**config.mk**
```make
export PLATFORM = sky130hd
export DESIGN_NAME = sscu_isqrt
export DESIGN_NICKNAME = d
export VERILOG_FILES = /design/src/rtl/sscu_pkg.sv /design/src/rtl/sscu_isqrt.sv
export SDC_FILE = /design/constraint.sdc
export NUM_CORES = 2
export LEC_CHECK = 0
export BUFFER_PORTS_ARGS = -buffer_cell sky130_fd_sc_hd__buf_4
export CAP_MARGIN = 10
export CORE_MARGIN = 2
export CORE_UTILIZATION = 37
export CTS_CLUSTER_DIAMETER = 150
export DETAILED_ROUTE_END_ITERATION = 16
export GPL_TIMING_DRIVEN = 0
export MAX_ROUTING_LAYER = met4
export SLEW_MARGIN = 0
export SYNTH_ARGS = -nofsm -noshare
export SYNTH_HDL_FRONTEND = slang
export SYNTH_MEMORY_MAX_BITS = 65536
export SYNTH_SLANG_ARGS = --single-unit
export TNS_END_PERCENT = 1
```
**constraint.sdc**
```tcl
create_clock -name clock -period 7.3 [get_ports clock]
set_input_delay 0.73 -clock clock [delete_from_list [all_inputs] [get_ports clock]]
set_output_delay 0.73 -clock clock [all_outputs]
set_load 0.05 [all_outputs]
```
**src/rtl/sscu_pkg.sv**
```systemverilog
// ----------------------------------------------------------------------------
// sscu_pkg
// widths, sideband type and helpers shared by the sphere collision pipeline
// ----------------------------------------------------------------------------
package sscu_pkg;

   localparam int CoordW = 31;
   localparam int RadW   = 30;
   localparam int DiffW  = 32;
   localparam int SqW    = 64;
   localparam int RsqW   = 62;
   localparam int RootW  = 32;
   localparam int NumW   = 62;
   localparam int QuotW  = 30;
   localparam int FarW   = 32;
   localparam int NormW  = 18;
   localparam int DepthW = 31;
   localparam int NormShift = 16;

   typedef struct packed {
      logic [2:0][CoordW-1:0] ca;
      logic [2:0][CoordW-1:0] cb;
      logic [2:0]             neg;
      logic [2:0][DiffW-1:0]  ad;
      logic [RadW-1:0]        ra;
      logic [RadW-1:0]        rb;
      logic [RadW:0]          rsum;
      logic                   hit;
      logic                   coinc;
      logic [RootW-1:0]       dlen;
   } side_type;

   function automatic logic [FarW-1:0] sat_far(input logic signed [FarW:0] v);
      logic [FarW-1:0] r;
      if (v > $signed({2'b00, {(FarW-1){1'b1}}})) begin
         r = {1'b0, {(FarW-1){1'b1}}};
      end else if (v < $signed({2'b11, {(FarW-1){1'b0}}})) begin
         r = {1'b1, {(FarW-1){1'b0}}};
      end else begin
         r = v[FarW-1:0];
      end
      return r;
   endfunction

   function automatic logic [NormW-1:0] clamp_norm(input logic signed [QuotW:0] v);
      logic [NormW-1:0] r;
      if (v > $signed((QuotW+1)'(1 << NormShift))) begin
         r = NormW'(1 << NormShift);
      end else if (v < -$signed((QuotW+1)'(1 << NormShift))) begin
         r = -NormW'(1 << NormShift);
      end else begin
         r = v[NormW-1:0];
      end
      return r;
   endfunction

endpackage

```
**src/rtl/sscu_isqrt.sv**
```systemverilog
// ----------------------------------------------------------------------------
// sscu_isqrt
// pipelined integer square root, one root bit per register stage
// ----------------------------------------------------------------------------
module sscu_isqrt #(
   parameter int ROOT_W = sscu_pkg::RootW
) (
   input  logic                clock,
   input  logic                enable,
   input  logic [2*ROOT_W-1:0] radicand,
   output logic [ROOT_W-1:0]   root
);

   localparam int InW = 2 * ROOT_W;

   logic [ROOT_W+1:0] rem_ff  [ROOT_W];
   logic [ROOT_W-1:0] root_ff [ROOT_W];
   logic [InW-1:0]    rad_ff  [ROOT_W];

   genvar k;
   for (k = 0; k < ROOT_W; k++) begin : g_step
      logic [ROOT_W+1:0] rem_src;
      logic [ROOT_W-1:0] root_src;
      logic [InW-1:0]    rad_src;
      logic [ROOT_W+1:0] shifted;
      logic [ROOT_W+1:0] trial;
      logic              fit;

      if (k == 0) begin : g_first
         assign rem_src  = '0;
         assign root_src = '0;
         assign rad_src  = radicand;
      end else begin : g_next
         assign rem_src  = rem_ff[k-1];
         assign root_src = root_ff[k-1];
         assign rad_src  = rad_ff[k-1];
      end

      assign shifted = {rem_src[ROOT_W-1:0], rad_src[InW-1 -: 2]};
      assign trial   = {root_src, 2'b01};
      assign fit     = shifted >= trial;

      always_ff @(posedge clock) begin
         if (enable) begin
            rem_ff[k]  <= fit ? shifted - trial : shifted;
            root_ff[k] <= {root_src[ROOT_W-2:0], fit};
            rad_ff[k]  <= rad_src << 2;
         end
      end
   end

   assign root = root_ff[ROOT_W-1];

endmodule

```
**Word-level counts from Yosys, hierarchy flattened**

Memory sizes are Yosys's and may differ from the RTL's.
Cells that the tools add are included.

- Flip-flop bits (word level): 0
- Latch bits: 0
- Bits in writable memories: 4096
- Memory bits (read-only): 0
- Input bits: 66
- Output and inout bits: 32
- Logic and storage cells: 101
- Memories: 3

Memories:

| memory | words | bits a word | read ports | clocked after memory_dff | write ports | line | text |
|---|---|---|---|---|---|---|---|
| rad_ff | 32 | 62 | 31 | 0 | 32 | sscu_isqrt.sv:18 | `logic [InW-1:0] rad_ff [ROOT_W];` |
| rem_ff | 32 | 34 | 31 | 0 | 32 | sscu_isqrt.sv:16 | `logic [ROOT_W+1:0] rem_ff [ROOT_W];` |
| root_ff | 32 | 32 | 32 | 0 | 32 | sscu_isqrt.sv:17 | `logic [ROOT_W-1:0] root_ff [ROOT_W];` |

- Add/sub/neg operators: 32
- Multiply operators: 0
- Div/mod/pow operators: 0
- Magnitude comparators: 32
- Equality and inequality tests: 0
- Shift operators: 0
- Muxes and demuxes: 34
- Bitwise gates (word level): 0
- Reductions and logical operators: 0

Operators by type and width:

| operator | count |
|---|---|
| 34-bit 2-to-1 mux | 32 |
| 34-bit greater-or-equal comparator | 31 |
| 34-bit subtractor | 31 |
| 2-bit by 1-bit subtractor with 3-bit output, second input constant | 1 |
| 2-bit by 1-bit greater-or-equal comparator with 1-bit output, second input constant | 1 |
| 1-bit 2-to-1 mux | 2 |

**Depth between registers and ports, before layout**

An unclocked memory read counts as a cell.

- Depth after elaboration: 3
- Gate-level depth with buffers: 15
- Gate-level depth less buffers: 13

**Worst setup path after synthesis**

No wires, ideal clock.

- Kind: reg-to-reg
- Start: memory rem_ff[1][408] in the netlist's numbering
- End: memory rem_ff[1][446] in the netlist's numbering (data pin)
- Library setup time: 0.260 ns
- Arrival: 3.215 ns
- Path slack: 3.825 ns
- Cell stages (with the launch flop): 12
- Path buffers: 1
- Period minus slack after synthesis: 3.475 ns
- Path through: edfxtp_1 > ha_1 > nor2b_4 > o31a_4 > o41a_4 > o41ai_4 > o41ai_2 > a311o_2 > and4_4 > nor3_4 > buf_6 > mux2_2

RTL lines:

| item | line |
|---|---|
| start: declaration | sscu_isqrt.sv:16 |

==> impl_metrics.py <==
metrics = {
    "detailed_routing": {
        "first_iter_violations": 4889,
        "drc": 0,
        "final_antenna_net_count": 0,
        "vias": 67961,
        "wl_per_cell_um": 17.7,
        "drt-pass1-iter-count": 5,
        "viasPerCell": 5.03,
        "wl_um": 239000,
    },
    "outcome": {
        "status": "completed",
    },
    "global_routing": {
        "antenna_found_initial": 3,
        "grt_start_max_net_pins": 195,
        "grt_first_pass_wirelength_um": 374000,
        "grt_usage_pct": 15.5,
        "grt_pass1_vias": 67445,
        "grt_overflow": 0,
    },
    "hold_path": {
        "hold_depth": 1,
        "min_from": "radicand[11]",
        "hold_end": "rad_ff[0][11]",
        "worstHoldPathType": "in -> reg",
    },
    "worst_setup_path": {
        "critPathMaxStageDelay_ns": 0.69,
        "reg2reg_depth": 13,
        "cp_data_arrival_time_ns": 5.41,
        "cp_max_fo": 10,
        "crit_chain": "inv_1 > ha_1 > nor2b_1 > nor3_1 > o21a_1 > o221ai_1 > a211o_1 > a311oi_2 > o211ai_1 > a21oi_1 > clkbuf_1 > nand2_1 > o21ai_0",
        "crit_family": "compound AO/OA/AOI/OAI gates",
        "end_kind": "flip-flop",
        "timing.rr.end": "rem_ff[1][497]",
        "crit_path_start_kind": "flip-flop",
        "critical_path_required_ns": 7.94,
        "worst-path-buf-inv": 2,
        "reg2reg_slack_ns": 2.54,
        "worstSetupPathType": "reg -> reg",
        "cpMaxStageDelayCell": "a21oi_1",
        "r2r-start": "rad_ff[1][867]",
    },
    "synth": {
        "synth_edf_count": 2465,
        "synth_area_leaders": "edfxtp_1 65%, ha_1 6.2%, xor2_1 3.1%",
        "synth_most_common_cell": "edfxtp_1",
        "synthArstFlopShare_pct": 0,
        "synth.distinct_cells": 99,
        "synth.top_cell.area_share_pct": 65.1,
        "synth_warnings": 0,
        "synthFlopType": "edfxtp_1",
        "synth_top_area_cell": "edfxtp_1",
        "syn_area_sq_um": 114000,
        "synthTopCellsByCount": "2465 x edfxtp_1, 696 x inv_1, 660 x nand2_1",
        "synth_seq_cells": 2465,
        "avgSynthCellArea_sq_um": 13.0,
        "synth_nets": 9344,
        "ys_seq_area_share_pct": 65.1,
        "syn_inst": 8717,
    },
    "place": {
        "place_hpwl_um": 172000,
        "dp_cells": 12929,
        "portBuffers": 97,
        "placed_area_sq_um": 120000,
        "dp_slack_ns": 2.22,
        "routabilityCongestion": 0.900,
    },
    "layout": {
        "finalInstanceArea_sq_um": 130000,
        "post-route-util_pct": 42.4,
        "area_growth_pct": 14.1,
        "nets": 9803,
        "fin_cells": 13501,
        "layout-drive-gt1-share_pct": 7.36,
    },
    "timing": {
        "layout_min_cycle_time_ns": 4.76,
        "clock_skew_ns": 0.0680,
        "rsz0062_at_grt": "false",
        "timing.setup.tns_ns": 0,
        "max_clock_freq_mhz": 210,
        "setup_viol": 0,
        "hold_viol_final": 0,
        "relSlewSlack_pct": 21.7,
        "drv_slew": 0,
        "period_share_pct": 65.3,
        "setup_slack_ns": 2.54,
        "tightest_slew_ns": 1.17,
        "hold_ws_ns": 0.0857,
    },
    "clock_tree": {
        "clock_latency_ns": 0.90,
        "h-tree-depth": 5,
        "ctsLongestPathBuffers": 4,
        "cts_buffers": 285,
        "tritoncts": "built",
        "clkTransAtPathRegs_ns": 0.06,
        "cts_sinks": 2465,
        "cts_root_buf": "clkbuf_16",
        "cts_setup_buffers": 0,
    },
    "power_and_ir_drop": {
        "comb_power_share_pct": 20.4,
        "switching_share_pct": 28.7,
        "clock_power_share_pct": 33.3,
        "peakVddDrop_v": 0.000194,
        "power_mw": 41.5,
        "intPower_mw": 29.6,
        "powerDensity_nw_per_um2": 320,
        "p_leak_nw": 48.8,
        "p_switching_mw": 11.9,
        "seqPwrFrac_pct": 46.3,
    },
    "floorplan": {
        "fp.dieW_um": 558,
        "rows": 203,
        "dieArea_sq_um": 312000,
        "io_pins": 98,
        "die_h_um": 558,
        "start_util_pct": 37.2,
        "core_area_sq_um": 306000,
    },
    "flow_run": {
        "drv_cap": 0,
    },
}
-- repair_timing --
item	4_1_cts	5_1_grt
hold endpoints to repair	60	0
hold buffers	60	0
resized for setup	0	0
-- worst max-delay path by stage --
| stage | start | end | slack, ns | cells past startpoint |
|---|---|---|---|---|
| 6_report | rad_ff[1][867] | rem_ff[1][497] | 2.54 | 13 |
| 5_1_grt | rad_ff[1][867] | rem_ff[1][497] | 2.13 | 13 |
| 4_1_cts | rad_ff[1][867] | rem_ff[1][497] | 2.41 | 13 |
| 3_5_place_dp | enable | rad_ff[1][492] | 2.22 | 6 |
| 3_3_place_gp | enable | rad_ff[1][428] | -16.91 | 1 |
| 2_1_floorplan | rem_ff[1][408] | rem_ff[1][446] | 3.83 | 11 |
-- power by group through the flow --
stage / sequential, mW / combinational [mW] / clock [mW]
6_report: 19.2 / 8.48 / 13.8
4_1_cts: 19.2 / 8.50 / 14.3
2_1_floorplan: 18.9 / 6.14 / 0
3_3_place_gp: 20.1 / 8.28 / 0
3_5_place_dp: 19.5 / 8.43 / 0
5_1_grt: 19.4 / 9.51 / 14.9
-- worst reg2reg max path: cells and delay by family, from the launching register on --
family	cells	cell delay, ns
AO/OA/AOI/OAI	7	2.51
buffers and inverters	2	0.84
flip-flops	1	0.66
AND/OR/NAND/NOR	3	0.38
adder cells (fa/ha/maj)	1	0.20
-- flip-flops by register name, indices dropped and copies added (netlist names) --
| name | count |
|---|---|
| rad_ff | 992 |
| rem_ff | 945 |
| root_ff | 528 |
-- cells by family after synthesis --
group / after synthesis / share of synthesized area [%]
xor+xnor: 782 / 6.03
fa+ha+maj: 561 / 6.18
buf+inv: 855 / 2.87
compound gates: 1743 / 9.38
simple gates: 2228 / 9.61
mux: 82 / 0.812
other cells: 1 / 0.00330
flops: 2465 / 65.1
-- area by class of cell --
type	count	area, sq um
Antenna cell	2	5.00
Buffer	157	641
Clock buffer	353	7580
Clock inverter	157	1510
Fill cell	28035	176000
Inverter	698	2620
Multi-Input combinational cell	5397	36400
Sequential cell	2465	74000
Tap cell	4100	5130
Timing Repair Buffer	172	1760
-- cell usage in the layout, fill, tap and decap left out, types with 60 or more instances in the layout --
cell type      instances
o21a_1                84
xnor2_1              378
nand3_1              130
clkbuf_16            294
nor2_1               500
nand2b_1             119
buf_4                100
nand4_1               99
inv_1                696
nand2_1              660
mux2_2                66
ha_1                 561
o31ai_1               60
clkbuf_1             184
or3_1                 95
a21oi_1              527
o21ai_0              540
nor3_1               208
a21o_1               211
nor2b_1               81
nor4_1               106
dlygate4sd3_1         60
edfxtp_1            2465
xor2_1               404
-- metal layers --
layer	GRT usage (%)	wire, um	up-vias
met5	-	0	-
met4	4.91	7430	0
met3	2.23	9810	475
met2	26.6	119000	1444
met1	18.8	102000	32910
li1	-	-	33132
Power figures use the tool's default switching activity.
